`src/rtl/cnms_pkg.sv`:
```
package cnms_pkg;

	// Build defaults for the top-level parameters
	localparam int MAX_WIDTH_DEF = 1024;
	localparam int MAG_BITS_DEF  = 16;

	// Fixed field widths and frame limits
	localparam int MAG_PORT_W = 16;
	localparam int MAX_HEIGHT = 4096;
	localparam int SCALE_W    = 24;
	localparam int FRAC_BITS  = 16;
	localparam int CFG_DATA_W = 24;

	typedef logic [9:0]  px_t;
	typedef logic [11:0] py_t;
	typedef logic [7:0]  byte_t;
	typedef logic [2:0]  dir_t;
	typedef logic [10:0] width_t;
	typedef logic [12:0] height_t;
	typedef logic [23:0] scale_t;

	// Register reset values
	localparam width_t  WIDTH_RST  = 11'd1024;
	localparam height_t HEIGHT_RST = 13'd1024;
	localparam scale_t  SCALE_RST  = 24'd256;
	localparam byte_t   LOW_RST    = 8'd0;
	localparam byte_t   HIGH_RST   = 8'd255;

	typedef enum logic [2:0] {
		CFG_IMAGE_WIDTH  = 3'd0,
		CFG_IMAGE_HEIGHT = 3'd1,
		CFG_NORM_SCALE   = 3'd2,
		CFG_LEVEL_LOW    = 3'd3,
		CFG_LEVEL_HIGH   = 3'd4
	} cfg_idx_t;

	// Gradient direction codes; anything above DIR_DIAG_L means no direction
	typedef enum logic [2:0] {
		DIR_VERT   = 3'd0,
		DIR_HORZ   = 3'd1,
		DIR_DIAG_R = 3'd2,
		DIR_DIAG_L = 3'd3,
		DIR_NONE   = 3'd4
	} dir_code_t;

	typedef enum logic [1:0] {
		CLASS_NONE   = 2'd0,
		CLASS_WEAK   = 2'd1,
		CLASS_STRONG = 2'd2
	} class_t;

	// Position of an incoming pixel plus its border flags
	typedef struct packed {
		px_t  x;
		py_t  y;
		logic x_is0;
		logic x_is1;
		logic y_is0;
		logic y_is1;
		logic row_end;
		logic last_row;
	} pos_t;

	// One centre pixel after suppression, before scaling
	typedef struct packed {
		px_t  cx;
		py_t  cy;
		logic pass;
		logic run_last;
		logic frame_last;
	} cand_t;

	typedef struct packed {
		px_t    pixel_x;
		py_t    pixel_y;
		byte_t  edge_value;
		class_t edge_class;
		logic   run_last;
		logic   frame_last;
	} result_t;

endpackage

```
`src/rtl/cnms_classify.sv`:
```
module cnms_classify #(
	parameter int MW = cnms_pkg::MAG_BITS_DEF
) (
	input  logic                  clk,
	input  logic                  arst_n,
	input  cnms_pkg::scale_t      norm_scale,
	input  cnms_pkg::byte_t       level_low,
	input  cnms_pkg::byte_t       level_high,
	input  logic                  cand_valid,
	input  cnms_pkg::cand_t       cand,
	input  logic [MW-1:0]         cand_mag,
	output logic                  cand_ready,
	output logic                  res_valid,
	input  logic                  res_stall,
	output cnms_pkg::result_t     res
);

	localparam int PW = MW + cnms_pkg::SCALE_W;
	localparam int FB = cnms_pkg::FRAC_BITS;

	logic                 v_s4;
	logic [PW-1:0]        prod_s4;
	cnms_pkg::cand_t      info_s4;
	logic                 out_v_q;
	cnms_pkg::result_t    out_q;
	logic                 skid_v_q;
	cnms_pkg::result_t    skid_q;

	logic                 free4;
	logic                 push;
	logic                 out_take;
	cnms_pkg::byte_t      sat;
	cnms_pkg::result_t    res_nx;

	assign free4      = !v_s4 || !skid_v_q;
	assign cand_ready = free4;
	assign push       = v_s4 && !skid_v_q;
	assign out_take   = out_v_q && !res_stall;

	// Scale the candidate's magnitude
	always_ff @(posedge clk or negedge arst_n) begin
		if (!arst_n) begin
			v_s4 <= 1'b0;
		end else if (free4) begin
			v_s4 <= cand_valid;
		end
	end

	always_ff @(posedge clk) begin
		if (free4 && cand_valid) begin
			prod_s4 <= PW'(cand_mag) * PW'(norm_scale);
			info_s4 <= cand;
		end
	end

	// Saturate to a byte and class it against the levels
	always_comb begin
		sat = (|prod_s4[PW-1:FB+8]) ? 8'hFF : prod_s4[FB+7:FB];
		res_nx.pixel_x    = info_s4.cx;
		res_nx.pixel_y    = info_s4.cy;
		res_nx.run_last   = info_s4.run_last;
		res_nx.frame_last = info_s4.frame_last;
		res_nx.edge_value = 8'd0;
		res_nx.edge_class = cnms_pkg::CLASS_NONE;
		if (info_s4.pass && sat > level_low) begin
			res_nx.edge_value = sat;
			res_nx.edge_class = (sat <= level_high) ? cnms_pkg::CLASS_WEAK
				: cnms_pkg::CLASS_STRONG;
		end
	end

	// Output register with a skid entry behind it
	always_ff @(posedge clk or negedge arst_n) begin
		if (!arst_n) begin
			out_v_q  <= 1'b0;
			skid_v_q <= 1'b0;
		end else if (out_take || !out_v_q) begin
			if (skid_v_q) begin
				out_v_q  <= 1'b1;
				skid_v_q <= 1'b0;
			end else begin
				out_v_q <= push;
			end
		end else if (push) begin
			skid_v_q <= 1'b1;
		end
	end

	always_ff @(posedge clk) begin
		if (out_take || !out_v_q) begin
			out_q <= skid_v_q ? skid_q : res_nx;
		end else if (push) begin
			skid_q <= res_nx;
		end
	end

	assign res_valid = out_v_q;
	assign res       = out_q;

	a_skid_behind_out: assert property (@(posedge clk) disable iff (!arst_n)
		skid_v_q |-> out_v_q)
		else $error("skid entry held while output register empty");

	a_class_matches_value: assert property (@(posedge clk) disable iff (!arst_n)
		out_v_q |-> ((out_q.edge_class == cnms_pkg::CLASS_NONE) == (out_q.edge_value == 8'd0)))
		else $error("edge class disagrees with edge value");

endmodule

```
`config.mk`:
```
export PLATFORM = sky130hd
export DESIGN_NAME = cnms_classify
export DESIGN_NICKNAME = d
export VERILOG_FILES = /design/src/rtl/cnms_pkg.sv /design/src/rtl/cnms_classify.sv
export SDC_FILE = /design/constraint.sdc
export NUM_CORES = 1
export LEC_CHECK = 0
export CORE_MARGIN = 2
export CORE_UTILIZATION = 53
export DETAILED_ROUTE_END_ITERATION = 8
export DONT_BUFFER_PORTS = 1
export GPL_TIMING_DRIVEN = 0
export PLACE_DENSITY = 0.71
export SLEW_MARGIN = 20
export SYNTH_ARGS = -nofsm -noshare
export SYNTH_HDL_FRONTEND = slang
export SYNTH_SLANG_ARGS = --single-unit
```
`constraint.sdc`:
```
create_clock -name clk -period 4.1 [get_ports clk]
set_input_delay 0.41 -clock clk [delete_from_list [all_inputs] [get_ports clk]]
set_output_delay 0.41 -clock clk [all_outputs]
set_load 0.005 [all_outputs]
```
* Yosys cells after proc, flatten, opt, wreduce, memory -nomap -nowiden
Cells that the tools add are included.
Word-level totals: output and inout port bits 36, bits of input ports 85, logic and storage cells 45, register bits after elaboration 136
Operators by class: $lt $le $gt $ge 2, mux-type cells 7, bitwise gates (word level) 1, multiply operators 1, reduce and logical (&&, ||, !) cells 13
Operators with widths (count):
- 16-bit by 24-bit multiplier with 40-bit output | 1
- 34-bit 2-to-1 mux | 1
- 16-bit OR reduction | 1
- 10-bit 2-to-1 mux | 1
- 8-bit > comparator | 1
- 8-bit <= comparator | 1
- 8-bit 2-to-1 mux | 1
- 1-bit logical AND | 4
- 1-bit logical NOT | 4
- 1-bit 2-to-1 mux | 3
- 1-bit logical OR | 2
- 2-bit 2-to-1 mux | 1
- 2-bit AND reduction | 1
- 2-bit nonzero test | 1
- 1-bit inverter | 1

* Depth between registers and ports, before layout
word-level depth 6, gate-level depth with buffers 23

* Worst setup path after synthesis
Ideal clock, no wire load.
path type in2reg, start input norm_scale[13], end register prod_s4[30], data pin, slack -1.705 ns, setup time 0.265 ns, required time 3.835 ns, cell stages on the path 22, path buffers 1, arrival 5.539 ns, cell sequence clkbuf_1 > nand2_1 > fa_1 > inv_1 > fa_1 > inv_1 > fa_1 > inv_1 > fa_1 > fa_1 > inv_1 > fa_1 > inv_1 > ha_1 > a21oi_2 > o21bai_1 > a21oi_1 > o211ai_2 > a21oi_4 > o21ai_4 > nor4b_1 > or3_1
On the way: longest elaborated chain between the ends 1
Ends and longest elaborated chain:
- start, declared | RTL line cnms_classify.sv:6 | input cnms_pkg::scale_t norm_scale,
- 16-bit by 24-bit multiplier with 40-bit output | RTL line cnms_classify.sv:51 | prod_s4 <= PW'(cand_mag) * PW'(norm_scale);
- end signal, assigned | RTL line cnms_classify.sv:51
- end, declared | RTL line cnms_classify.sv:22 | logic [PW-1:0] prod_s4;
Every way passes these cells. A chain may end at the register's enable or synchronous reset.

* Final worst setup path
start input norm_scale[12], end register prod_s4[35], data pin
Same word-level chain as after synthesis.

==> flow_metrics.py <==
metrics = {
    "die": {
        "die_h_um": 181,
        "die-area_um2": 32600,
        "die_w_um": 181,
        "start_util": 0.539,
        "pin_count": 121,
        "core-area_um2": 30700,
        "rows": 64,
    },
    "flow_run": {
        "max-cap-violations": 0,
    },
    "cts": {
        "cts.clk_slew.worst_paths_ns": 0.06,
        "cts.htree.levels": 4,
        "cts-buffers-inserted": 17,
        "cts_tree": "built",
        "clockBufferDepth": 2,
        "cts_sinks": 120,
        "root_buffer": "clkbuf_16",
        "clk_latency_ns": 0.41,
    },
    "finish": {
        "fin_cells": 2112,
        "post-route-util": 0.625,
        "area_delta_synth_final_pct": 15.8,
        "fin_nets": 2217,
        "fillers": 2441,
        "seq_area_um2": 3590,
        "final_cell_area_um2": 19200,
        "drive_gt1_frac": 0.169,
        "multi_input_area_um2": 11900,
    },
    "worst_setup_path": {
        "path_cells": "buf_12, nand2_4, fa_1, inv_2, fa_1, inv_2, fa_2, inv_2, fa_2, fa_1, inv_1, fa_2, inv_2, ha_4, a21oi_4, o211ai_1, a211oi_2, o22ai_4, o211ai_2, nor2b_4, o21bai_2, xor2_1",
        "required_ns": 4.25,
        "arrival_ns": 5.63,
        "critPathLaunchType": "primary input",
        "cp_max_fo": 8,
        "worst_path_max_delay_cell": "fa_1",
        "path_common_cell": "inv_2",
        "crit_buf_inv": 6,
        "endpoint_kind": "register",
        "worst_path_largest_cell_delay_ns": 0.58,
        "crit_type": "primary input to register",
        "critPathTopFamily": "adder cells",
    },
    "placement": {
        "hpwl_mm": 34.7,
        "dp.cells": 2043,
        "place_congestion": 0.967,
        "postPlaceCellArea_um2": 17600,
        "place.port_buffers": 0,
    },
    "drt": {
        "viasPerCell": 5.45,
        "wl_per_cell_um": 20.5,
        "drt_wl_total_mm": 43.4,
        "drc": 0,
        "ant_nets": 0,
        "first_pass_iters": 7,
        "dr.first_iter.drc_count": 612,
        "num_vias": 11500,
    },
    "synth": {
        "netlist_instances": 1644,
        "ys_top_cells_by_area": "fa_1, edfxtp_1, ha_1, inv_1, and2_1",
        "async_flop_share": 0.0250,
        "yosysUniqueCellTypes": 48,
        "syn-cell-area_um2": 16500,
        "synth_area_per_cell_um2": 10.1,
        "ys_ff_latch": 120,
        "yosys_warnings": 0,
        "synth_top_area_share": 0.369,
        "synth_most_common_cell": "inv_1",
        "synth-edff-count": 117,
        "synth_top_flop_cell": "edfxtp_1",
        "synth.largest_area_cell": "fa_1",
        "yosysSeqAreaShare": 0.217,
        "syn_nets": 2159,
        "ys_top_cells_by_count": "inv_1, fa_1, nand2_1",
    },
    "status": {
        "status": "finished, violations left",
        "failed_checks": "setup timing",
    },
    "timing": {
        "finClkSkew_ns": 0.0137,
        "setup_violations": 24,
        "timing.fmax_mhz": 183,
        "grt_setup_unrepaired": "true",
        "min_period_ns": 5.48,
        "timing.final.crit_share": 1.34,
        "maxSlewViolCount": 0,
        "setup_ws_ns": -1.38,
        "hold_violations": 0,
        "worstMarginPinSlew_ns": 0.767,
        "relSlewSlack": 0.486,
    },
    "global_route": {
        "overflow": 0,
        "grt_max_degree": 50,
        "antenna_found_initial": 1,
        "grt_use_total": 0.272,
        "grt_pass1_wl_mm": 68.2,
        "grt_pass1_vias": 12500,
    },
    "hold_path": {
        "hold_path.class": "primary input to register",
    },
}
## stage by stage
step	worst slack, ns	TNS [ns]	hold WS (ns)
after global placement	-2.09	-44.47	0.114
after floorplan	-1.45	-27.30	0.114
after global routing	-1.53	-30.69	0.0700
after CTS	-1.40	-26.89	0.0810
after detailed placement	-2.16	-42.88	0.114
final	-1.38	-27.63	0.0938
## what timing repair did
action / in CTS / in global routing
buffers inserted: 14 / 21
endpoints found under the setup margin: 24 / 34
hold buffers: 1 / 0
cloned: 0 / 1
resized for setup: 92 / 101
pin swaps: 40 / 59
hold endpoints to repair: 3 / 0
## layout by cell type (no fill, tap or decap), drive strengths merged, types with 3 or more instances in the layout
cell      synthesis  layout
a211oi            4       4
a21o             16      16
a21oi            40      40
a31oi             3       3
and2            164     164
buf               2      55
clkbuf           63      66
clkinv            0       5
clkinvlp          0       5
dfrtp             3       3
edfxtp          117     117
fa              305     305
ha              125     125
inv             375     378
mux2             25      25
nand2           245     245
nand2b            6       6
nand3             8       8
nand4            13      13
nor2             31      31
nor2b             9       9
nor3              4       4
nor4              5       5
o211ai            6       6
o21ai            24      24
o21bai            4       4
o31ai            10      10
xnor2            14      14
xor2             11      11
## sequential cells by signal, summed over array words and instances (netlist names)
name,flops
v_s4,1
skid_q,34
res,34
prod_s4,24
res_valid,1
info_s4,25
skid_v_q,1
## worst register-to-register path, delay by kind of cell (launching register included)
family / cells / cell delay (ns)
and+or+nand+nor: 4 / 1.42
AOI/OAI and AO/OA: 5 / 0.93
DFF: 1 / 0.36
adders and majority gates: 1 / 0.31
muxes: 1 / 0.29
buffers and inverters: 1 / 0.12
## worst paths after layout
check	from	endpoint	slack (ns)	cells after the start
max	norm_scale[12]	prod_s4[35]$_DFFE_PP_	-1.38	22
min	cand[18]	info_s4[18]$_DFFE_PP_	0.09	0
max reg2reg	prod_s4[34]$_DFFE_PP_	res[3]$_DFFE_PN_	0.42	12
min reg2reg	info_s4[20]$_DFFE_PP_	skid_q[29]$_DFFE_PP_	0.45	0
max in group asynchronous	arst_n	res_valid$_DFFE_PN0N_	3.66	1
min in group asynchronous	arst_n	v_s4$_DFFE_PN0N_	0.27	1
## layer usage
layer,GRT usage,part of all wire
met5,0,0
met4,0.0752,0.023
met3,0.0780,0.093
met2,0.439,0.47
met1,0.363,0.41
## cell type report
type	count	share of cell area
tap	396	0.0259
clock buffer	18	0.0224
inverter	375	0.0734
clock inverter	14	0.00653
buffer	65	0.0440
multi-input combinational	1084	0.621
sequential	120	0.187
timing repair buffer	39	0.0198
antenna	1	0.000131
## logic make-up (layout without fill, tap and decap cells)
family	count (synthesis)	count (layout)	synth area share
AO/OA/AOI/OAI	113	113	0.0451
flip-flops	120	120	0.217
multiplexers	26	26	0.0176
other	0	1	0
XOR/XNOR	25	25	0.0132
buffers and inverters	440	511	0.100
AND/OR/NAND/NOR	490	490	0.144
adder cells (fa/ha/maj)	430	430	0.464
Power is not shown: default switching activity piles up to over one toggle a cycle in this logic, so the estimate is an artifact.
