**src/rtl/cnms_pkg.sv**
```systemverilog
package cnms_pkg;

	// Build defaults for the top-level parameters
	localparam int MAX_WIDTH_DEF = 1024;
	localparam int MAG_BITS_DEF  = 16;

	// Fixed field widths and frame limits
	localparam int MAG_PORT_W = 16;
	localparam int MAX_HEIGHT = 4096;
	localparam int SCALE_W    = 24;
	localparam int FRAC_BITS  = 16;
	localparam int CFG_DATA_W = 24;

	typedef logic [9:0]  px_t;
	typedef logic [11:0] py_t;
	typedef logic [7:0]  byte_t;
	typedef logic [2:0]  dir_t;
	typedef logic [10:0] width_t;
	typedef logic [12:0] height_t;
	typedef logic [23:0] scale_t;

	// Register reset values
	localparam width_t  WIDTH_RST  = 11'd1024;
	localparam height_t HEIGHT_RST = 13'd1024;
	localparam scale_t  SCALE_RST  = 24'd256;
	localparam byte_t   LOW_RST    = 8'd0;
	localparam byte_t   HIGH_RST   = 8'd255;

	typedef enum logic [2:0] {
		CFG_IMAGE_WIDTH  = 3'd0,
		CFG_IMAGE_HEIGHT = 3'd1,
		CFG_NORM_SCALE   = 3'd2,
		CFG_LEVEL_LOW    = 3'd3,
		CFG_LEVEL_HIGH   = 3'd4
	} cfg_idx_t;

	// Gradient direction codes; anything above DIR_DIAG_L means no direction
	typedef enum logic [2:0] {
		DIR_VERT   = 3'd0,
		DIR_HORZ   = 3'd1,
		DIR_DIAG_R = 3'd2,
		DIR_DIAG_L = 3'd3,
		DIR_NONE   = 3'd4
	} dir_code_t;

	typedef enum logic [1:0] {
		CLASS_NONE   = 2'd0,
		CLASS_WEAK   = 2'd1,
		CLASS_STRONG = 2'd2
	} class_t;

	// Position of an incoming pixel plus its border flags
	typedef struct packed {
		px_t  x;
		py_t  y;
		logic x_is0;
		logic x_is1;
		logic y_is0;
		logic y_is1;
		logic row_end;
		logic last_row;
	} pos_t;

	// One centre pixel after suppression, before scaling
	typedef struct packed {
		px_t  cx;
		py_t  cy;
		logic pass;
		logic run_last;
		logic frame_last;
	} cand_t;

	typedef struct packed {
		px_t    pixel_x;
		py_t    pixel_y;
		byte_t  edge_value;
		class_t edge_class;
		logic   run_last;
		logic   frame_last;
	} result_t;

endpackage

```
**src/rtl/cnms_window.sv**
```systemverilog
module cnms_window #(
	parameter int MW = cnms_pkg::MAG_BITS_DEF
) (
	input  logic                 clk,
	input  logic                 arst_n,
	input  logic                 load,
	input  cnms_pkg::pos_t       pos,
	input  logic [MW-1:0]        top_val,
	input  logic [MW-1:0]        mid_val,
	input  logic [MW-1:0]        bot_val,
	input  cnms_pkg::dir_t       dir_mid,
	input  cnms_pkg::dir_t       dir_bot,
	output logic                 take,
	input  logic                 cand_ready,
	output logic                 cand_valid,
	output cnms_pkg::cand_t      cand,
	output logic [MW-1:0]        cand_mag
);

	logic [2:0][2:0][MW-1:0]      win_q;
	logic [1:0][1:0][2:0]         dwin_q;
	logic [3:0]                   mask_q;
	cnms_pkg::pos_t               pos_s2;
	logic                         cand_v_s3;
	cnms_pkg::cand_t              cand_s3;
	logic [MW-1:0]                mag_s3;

	logic [3:0]                   new_mask;
	logic [3:0]                   slot_oh;
	logic [1:0]                   slot;
	logic                         cand_free;
	logic                         issue;
	logic                         last_one;
	logic                         cc2;
	logic                         cr2;
	logic [1:0]                   cc;
	logic [1:0]                   cr;
	logic [1:0]                   lc;
	logic [1:0]                   rc;
	logic [1:0]                   ar;
	logic [1:0]                   br;
	logic                         left_e;
	logic                         top_e;
	logic [MW-1:0]                cval;
	logic [MW-1:0]                n1;
	logic [MW-1:0]                n2;
	logic                         keep;
	cnms_pkg::dir_t               dsel;
	cnms_pkg::cand_t              cand_nx;

	function automatic logic [MW-1:0] pick(input logic [2:0][2:0][MW-1:0] w,
		input logic [1:0] r, input logic [1:0] c);
		logic [MW-1:0] v;
		case ({r, c})
			4'b0000: v = w[0][0];
			4'b0001: v = w[0][1];
			4'b0010: v = w[0][2];
			4'b0100: v = w[1][0];
			4'b0101: v = w[1][1];
			4'b0110: v = w[1][2];
			4'b1000: v = w[2][0];
			4'b1001: v = w[2][1];
			4'b1010: v = w[2][2];
			default: v = '0;
		endcase
		return v;
	endfunction

	// Results owed by the new pixel: centres of the previous column, then this one
	assign new_mask[0] = !pos.x_is0 && !pos.y_is0;
	assign new_mask[1] = !pos.x_is0 && pos.last_row;
	assign new_mask[2] = pos.row_end && !pos.y_is0;
	assign new_mask[3] = pos.row_end && pos.last_row;

	// Pick the lowest pending result
	assign slot_oh   = mask_q & (~mask_q + 4'd1);
	assign slot      = {slot_oh[3] | slot_oh[2], slot_oh[3] | slot_oh[1]};
	assign cand_free = !cand_v_s3 || cand_ready;
	assign issue     = (mask_q != 4'd0) && cand_free;
	assign last_one  = (mask_q & (mask_q - 4'd1)) == 4'd0;
	assign take      = (mask_q == 4'd0) || (issue && last_one);

	// Window coordinates of the centre and its replicated neighbors
	always_comb begin
		cc2    = slot[1];
		cr2    = slot[0];
		cc     = {cc2, ~cc2};
		cr     = {cr2, ~cr2};
		left_e = cc2 ? pos_s2.x_is0 : pos_s2.x_is1;
		top_e  = cr2 ? pos_s2.y_is0 : pos_s2.y_is1;
		lc     = left_e ? cc : cc - 2'd1;
		rc     = cc2 ? cc : cc + 2'd1;
		ar     = top_e ? cr : cr - 2'd1;
		br     = cr2 ? cr : cr + 2'd1;
		cval   = pick(win_q, cr, cc);
		case (slot)
			2'd0:    dsel = dwin_q[0][0];
			2'd1:    dsel = dwin_q[1][0];
			2'd2:    dsel = dwin_q[0][1];
			default: dsel = dwin_q[1][1];
		endcase
	end

	// Neighbors along the gradient direction
	always_comb begin
		keep = 1'b1;
		n1   = '0;
		n2   = '0;
		case (cnms_pkg::dir_code_t'(dsel))
			cnms_pkg::DIR_VERT: begin
				n1 = pick(win_q, br, cc);
				n2 = pick(win_q, ar, cc);
			end
			cnms_pkg::DIR_HORZ: begin
				n1 = pick(win_q, cr, rc);
				n2 = pick(win_q, cr, lc);
			end
			cnms_pkg::DIR_DIAG_R: begin
				n1 = pick(win_q, br, rc);
				n2 = pick(win_q, ar, lc);
			end
			cnms_pkg::DIR_DIAG_L: begin
				n1 = pick(win_q, ar, rc);
				n2 = pick(win_q, br, lc);
			end
			default: keep = 1'b0;
		endcase
	end

	always_comb begin
		cand_nx.cx         = cc2 ? pos_s2.x : pos_s2.x - 10'd1;
		cand_nx.cy         = cr2 ? pos_s2.y : pos_s2.y - 12'd1;
		cand_nx.pass       = keep && (n1 <= cval) && (n2 <= cval);
		cand_nx.run_last   = last_one;
		cand_nx.frame_last = cc2 && cr2;
	end

	// Shift the window one column when a pixel enters
	always_ff @(posedge clk or negedge arst_n) begin
		if (!arst_n) begin
			win_q  <= '0;
			dwin_q <= '0;
		end else if (load) begin
			for (int r = 0; r < 3; r++) begin
				win_q[r][0] <= win_q[r][1];
				win_q[r][1] <= win_q[r][2];
			end
			win_q[0][2]  <= top_val;
			win_q[1][2]  <= mid_val;
			win_q[2][2]  <= bot_val;
			dwin_q[0][0] <= dwin_q[0][1];
			dwin_q[1][0] <= dwin_q[1][1];
			dwin_q[0][1] <= dir_mid;
			dwin_q[1][1] <= dir_bot;
		end
	end

	// Pending results of the pixel in the window
	always_ff @(posedge clk or negedge arst_n) begin
		if (!arst_n) begin
			mask_q <= 4'd0;
		end else if (load) begin
			mask_q <= new_mask;
		end else if (issue) begin
			mask_q <= mask_q & ~slot_oh;
		end
	end

	always_ff @(posedge clk) begin
		if (load) begin
			pos_s2 <= pos;
		end
	end

	// Candidate register toward scaling
	always_ff @(posedge clk or negedge arst_n) begin
		if (!arst_n) begin
			cand_v_s3 <= 1'b0;
		end else if (cand_free) begin
			cand_v_s3 <= issue;
		end
	end

	always_ff @(posedge clk) begin
		if (issue) begin
			cand_s3 <= cand_nx;
			mag_s3  <= cval;
		end
	end

	assign cand_valid = cand_v_s3;
	assign cand       = cand_s3;
	assign cand_mag   = mag_s3;

	a_frame_end_closes_run: assert property (@(posedge clk) disable iff (!arst_n)
		(cand_v_s3 && cand_s3.frame_last) |-> cand_s3.run_last)
		else $error("frame end result is not the last of its pixel");

	a_no_shift_mid_pixel: assert property (@(posedge clk) disable iff (!arst_n)
		(load && mask_q != 4'd0) |-> (issue && last_one))
		else $error("window shifted while results were still owed");

endmodule

```
**config.mk**
```make
export PLATFORM = sky130hd
export DESIGN_NAME = cnms_window
export DESIGN_NICKNAME = d
export VERILOG_FILES = /design/src/rtl/cnms_pkg.sv /design/src/rtl/cnms_window.sv
export SDC_FILE = /design/constraint.sdc
export NUM_CORES = 1
export LEC_CHECK = 0
export ABC_AREA = 1
export BUFFER_PORTS_ARGS = -buffer_cell sky130_fd_sc_hd__buf_2
export CAP_MARGIN = 25
export CELL_PAD_IN_SITES_DETAIL_PLACEMENT = 0
export CELL_PAD_IN_SITES_GLOBAL_PLACEMENT = 1
export CORE_MARGIN = 10
export CORE_UTILIZATION = 44
export DETAILED_ROUTE_END_ITERATION = 8
export GPL_TIMING_DRIVEN = 0
export PLACE_DENSITY = 0.93
export SYNTH_ARGS = -nofsm -noshare
export SYNTH_HDL_FRONTEND = slang
export SYNTH_SLANG_ARGS = --single-unit
```
**constraint.sdc**
```tcl
create_clock -name clk -period 4.55 [get_ports clk]
set_clock_uncertainty 0.2 [all_clocks]
set_input_delay 0.91 -clock clk [delete_from_list [all_inputs] [get_ports clk]]
set_output_delay 0.91 -clock clk [all_outputs]
set_load 0.005 [all_outputs]
```
Yosys cells after proc, flatten, opt, wreduce, memory -nomap -nowiden

Index checks and enable logic that the tools add are counted.

Add/sub/neg operators: 8
Order comparisons: 2
Equality and inequality tests: 77
Muxes and demuxes: 23
Bitwise gates (word level): 9
Reduce and logical (&&, ||, !) cells: 30

Operator list:

| kind                    | count |
|---|---|
| $pmux W16 S9            | 9 |
| $pmux W16 S4            | 2 |
| $eq A4 B3 Y1 const B    | 27 |
| $eq A4 B4 Y1 const B    | 27 |
| $logic_not A4 Y1        | 11 |
| $eq A4 B1 Y1 const B    | 9 |
| $eq A4 B2 Y1 const B    | 9 |
| $le A16 B16 Y1          | 2 |
| $and A4 B4 Y4           | 3 |
| $mux W12                | 1 |
| $sub A12 B1 Y12 const B | 1 |
| $mux W10                | 1 |
| $sub A10 B1 Y10 const B | 1 |
| $logic_and A1 B1 Y1     | 9 |
| $pmux W3 S3             | 1 |
| $mux W2                 | 4 |
| $mux W4                 | 2 |
| $not A4 Y4              | 2 |
| $eq A3 B2 Y1 const B    | 2 |
| $add A2 B1 Y2 const B   | 2 |
| $add A4 B1 Y4 const B   | 1 |
| $reduce_bool A4 Y1      | 1 |
| $reduce_or A4 Y1        | 1 |
| $sub A2 B1 Y2 const B   | 2 |
| 12 further kinds        | 19 |

Register bits: 228
Output and inout bits: 43
Word-level logic and storage cells: 176

Depth between registers and ports, before layout

Word-level depth: 13
Mapped depth: 27

Least setup slack after synthesis

OpenSTA, ideal clock, no wires.

Path type: register to register
Start point: register mask_q[2]
End point: register cand_s3, in the netlist cand[0] (enable)
Library setup time: 0.439 ns
Arrival time: 2.702 ns
Required time: 3.911 ns
Path slack: 1.209 ns
Stages on the path, launching flop included: 6
Path buffers: 1
Clock period less this slack: 3.341 ns
Cell sequence: dfrtp_1 > inv_2 > nand2_4 > clkbuf_1 > nor2_1 > nor2_1

Cells in the longest elaborated chain, start to end: 2

Ends and longest elaborated chain:

| what                     | RTL line           | source |
|---|---|---|
| start: declaration       | cnms_window.sv:22  | `logic [3:0] mask_q;` |
| start signal: assignment | cnms_window.sv:163 | `mask_q <= new_mask;` |
| start signal: assignment | cnms_window.sv:165 | `mask_q <= mask_q & ~slot_oh;` |
| $reduce_bool A4 Y1       | cnms_window.sv:79  | `assign issue = (mask_q != 4'd0) && cand_free;` |
| $logic_and A1 B1 Y1      | cnms_window.sv:79  |  |
| via issue                | cnms_window.sv:32  | `logic issue;` |
| end signal: assignment   | cnms_window.sv:186 | `cand_s3 <= cand_nx;` |
| end: declaration         | cnms_window.sv:25  | `cnms_pkg::cand_t cand_s3;` |

The timed path passes the listed nets, and every way through them passes these cells.
A chain may end at the register's enable or synchronous reset.

==> flow_summary.yaml <==
synth:
  syn_area_sq_um: 13940
  synthDistinctLibCells: 34
  yosysSeqAreaShare_pct: 43.32
  yosysWarnings: 0
  syn_inst: 1922
  syn_area_per_cell_sq_um: 7.255
  ys_seq_elements: 228
  synth_nets: 2042
sta:
  finalSetupViolCount: 0
  fmax_mhz: 228.5
  hold_viol: 0
  timing.hold.ws_ns: 0.03352
  rsz0062_at_grt: "false"
  min_period_ns: 4.376
  post-route-worst-setup-slack_ns: 0.1737
  slew-limit-headroom_pct: 42.20
  worst_pin_slew_ns: 0.8670
  slew_violations: 0
  period_share_pct: 96.18
critical_path:
  setup.worst_path.class: "reg2reg"
  worst_setup_path_start_kind: "flip-flop"
  critPathCaptureType: "flip-flop"
  critPathMaxFanout: 10
  crit_arrival_ns: 4.48
  cp.required_ns: 4.65
clock_network:
  clock-root-buffer: "clkbuf_16"
  cts.reportedPaths.clkPinSlew_ns: 0.06
  hold_buffers: 0
  cts.sinks: 228
  numCtsBuffers: 27
  htree_levels: 1
  cts_buffer_depth: 3
  insertion_delay_ns: 0.56
  cts_tree: "done"
job:
  max_cap_violations: 0
final_layout:
  finalCoreUtilization_pct: 51.12
  syn2layout_area_growth_pct: 15.08
  fin_nets: 2201
  drive_above_1_share_pct: 12.51
  num_antenna_cells: 0
  nFillCells: 3144
pwr:
  finalPower_mw: 7.638
  power_density_nw_per_um2: 476.0
  switchingPower_mw: 3.110
  pwr-share-seq_pct: 34.4
  swShare_pct: 40.72
  clock_power_share_pct: 29.5
  pwr-share-comb_pct: 36.1
  intPower_mw: 4.528
  p_leak_nw: 7.627
  ir_worst_vdd_uv: 296.8
global_route:
  antenna_found_initial: 2
  grt_max_degree: 117
  overflow: 0
  grt_usage_pct: 31.82
  grt_pass1_vias: 14440
  grt_pass1_wl_mm: 91.66
run_status:
  status: "completed"
die:
  num_rows: 65
  design.die.area_sq_um: 39210
  die_h_um: 198.0
  ios: 129
  die_w_um: 198.0
  start_util_pct: 44.42
  core-area_sq_um: 31390
route:
  drt-total-wl_mm: 63.21
  wire_per_inst_um: 25.24
  drtPass1Iterations: 7
  viasPerCell: 6.029
  vias: 15100
  antenna_left: 0
  dr.first_iter.drc_count: 2002
  drc: 0
placement:
  place.gp.congestion: 1.092
  hpwl_mm: 48.42
  numPortBuffers: 128
  post-place-ws_ns: 0.2912
worst_hold_path:
  hp-class: "in2async"
==> flip-flops by register name (all words and copies together) (netlist names) <==
signal,count
cand,25
cand_mag,16
cand_valid,1
dwin_q,12
mask_q,4
pos_s2,26
win_q,144
==> cells by family after synthesis <==
group / share of synthesized area (%)
simple gates: 31.62
buf+inv: 8.615
flops: 43.32
xor+xnor: 1.068
compound gates: 12.32
fa+ha+maj: 3.051
==> layout make-up <==
cell class                 instances  area (sq um)  area share, %
sequential                       228          6041          37.65
timing repair buffer             130         698.2          4.351
buffer                           105         521.8          3.251
multi-input combinational       1408          6709          41.81
clock inverter                    12         167.7          1.045
clock buffer                      38         726.9          4.530
inverter                         181         679.4          4.234
tap                              402         503.0          3.135
==> timing repair <==
action,CTS,global route
endpoints found under the setup margin,0,1
endpoints found under the hold margin,0,0
gates resized for setup,0,1
setup buffers,0,0
==> synth_stat cells <==
| cell type | number | area [sq um] |
|---|---|---|
| edfxtp_1 | 67 | 2012 |
| nor2_1 | 166 | 623.1 |
| or2_2 | 1 | 6.260 |
| nand2_1 | 616 | 2312 |
| o21ai_1 | 7 | 35.03 |
| nor3_2 | 1 | 10.01 |
| xnor2_1 | 3 | 26.28 |
| nor2_2 | 8 | 50.05 |
| nor4_1 | 1 | 6.260 |
| nand2_4 | 4 | 45.04 |
| dfrtp_1 | 161 | 4029 |
| a21oi_1 | 54 | 270.3 |
| o21bai_1 | 1 | 7.510 |
| buf_1 | 1 | 3.750 |
| buf_6 | 7 | 78.83 |
| nor2_4 | 4 | 45.04 |
| o21ai_0 | 227 | 1136 |
| nand2_2 | 4 | 25.02 |
| o21a_1 | 1 | 7.510 |
| o22ai_1 | 31 | 193.9 |
| clkbuf_1 | 47 | 176.4 |
| nand4_1 | 94 | 588.1 |
| nor3_1 | 7 | 35.03 |
| nand3_2 | 3 | 30.03 |
| buf_4 | 5 | 37.54 |
| o211ai_1 | 9 | 67.56 |
| nand3_1 | 113 | 565.5 |
| ha_1 | 34 | 425.4 |
| inv_1 | 172 | 645.6 |
| inv_2 | 9 | 33.78 |
| buf_2 | 45 | 225.2 |
| xor2_1 | 14 | 122.6 |
| nand3b_1 | 2 | 15.01 |
| nand3_4 | 3 | 52.55 |
==> power by group through the flow <==
stage,sequential [mW],combinational (mW),clock [mW]
2_1_floorplan,2.60,1.55,0
3_3_place_gp,2.65,2.58,0
3_5_place_dp,2.65,2.65,0
4_1_cts,2.62,2.66,2.27
5_1_grt,2.65,2.95,2.34
6_report,2.63,2.76,2.25
==> final timing paths <==
check,cells after the start,endpoint,slack (ns),startpoint
setup / recovery,19,cand[2],0.17,mask_q[2]
hold / removal,1,win_q[69],0.03,arst_n
setup reg to reg,19,cand[2],0.17,mask_q[2]
hold reg to reg,2,win_q[0],0.28,win_q[0]
max in group asynchronous,2,win_q[83],3.15,arst_n
min in group clk,2,win_q[0],0.28,win_q[0]
==> routing by layer <==
metal  GRT usage (%)  up-vias  part of all wire (%)
li1                -     6679                     -
met1           39.41     7180                    38
met2           49.21      995                    44
met3           6.213      239                    10
met4           22.21        4                   8.0
met5               0        -                 0.052
==> critical path: stages, from the launching register on <==
cell and delay, ns:
dfrtp_1 0.46, inv_2 0.15, nand2_4 0.16, nand2_2 0.14, buf_6 0.17, buf_2 0.30, nand2_1 0.47, buf_2 0.39
o21ai_0 0.41, inv_1 0.13, ha_1 0.31, nand2_1 0.05, inv_1 0.06, nand3_1 0.11, nor2_1 0.30, nand2_1 0.10
nand2_1 0.07, nand2_1 0.05, nand2_1 0.05, nor2_1 0.04
==> per-stage QoR <==
| stage | cells | TNS (ns) | instance area [sq um] |
|---|---|---|---|
| after floorplan | 1922 | 0 | 13940 |
| after global placement | 2452 | -46.63 | 15090 |
| after detailed placement | 2454 | 0 | 15150 |
| after CTS | 2504 | 0 | 16050 |
| after global routing | 2504 | 0 | 16050 |
| final | 2504 | 0 | 16050 |
==> layout by cell type (no fill, tap or decap), types with 4 or more instances in the layout <==
cell type	n
xor2_1	14
nand2_2	4
nand2_4	4
clkbuf_16	27
nor3_1	7
nand4_1	94
o21ai_1	8
a21oi_1	54
inv_2	9
buf_4	5
buf_2	172
ha_1	34
clkbuf_1	57
buf_6	7
nand2_1	616
o21ai_0	226
nor2_2	8
bufinv_16	4
dfrtp_1	161
nand3_1	113
nor2_4	5
nor2_1	165
inv_1	172
o22ai_1	31
o211ai_1	9
edfxtp_1	67
Note: power is estimated with default switching activity, not from simulation.
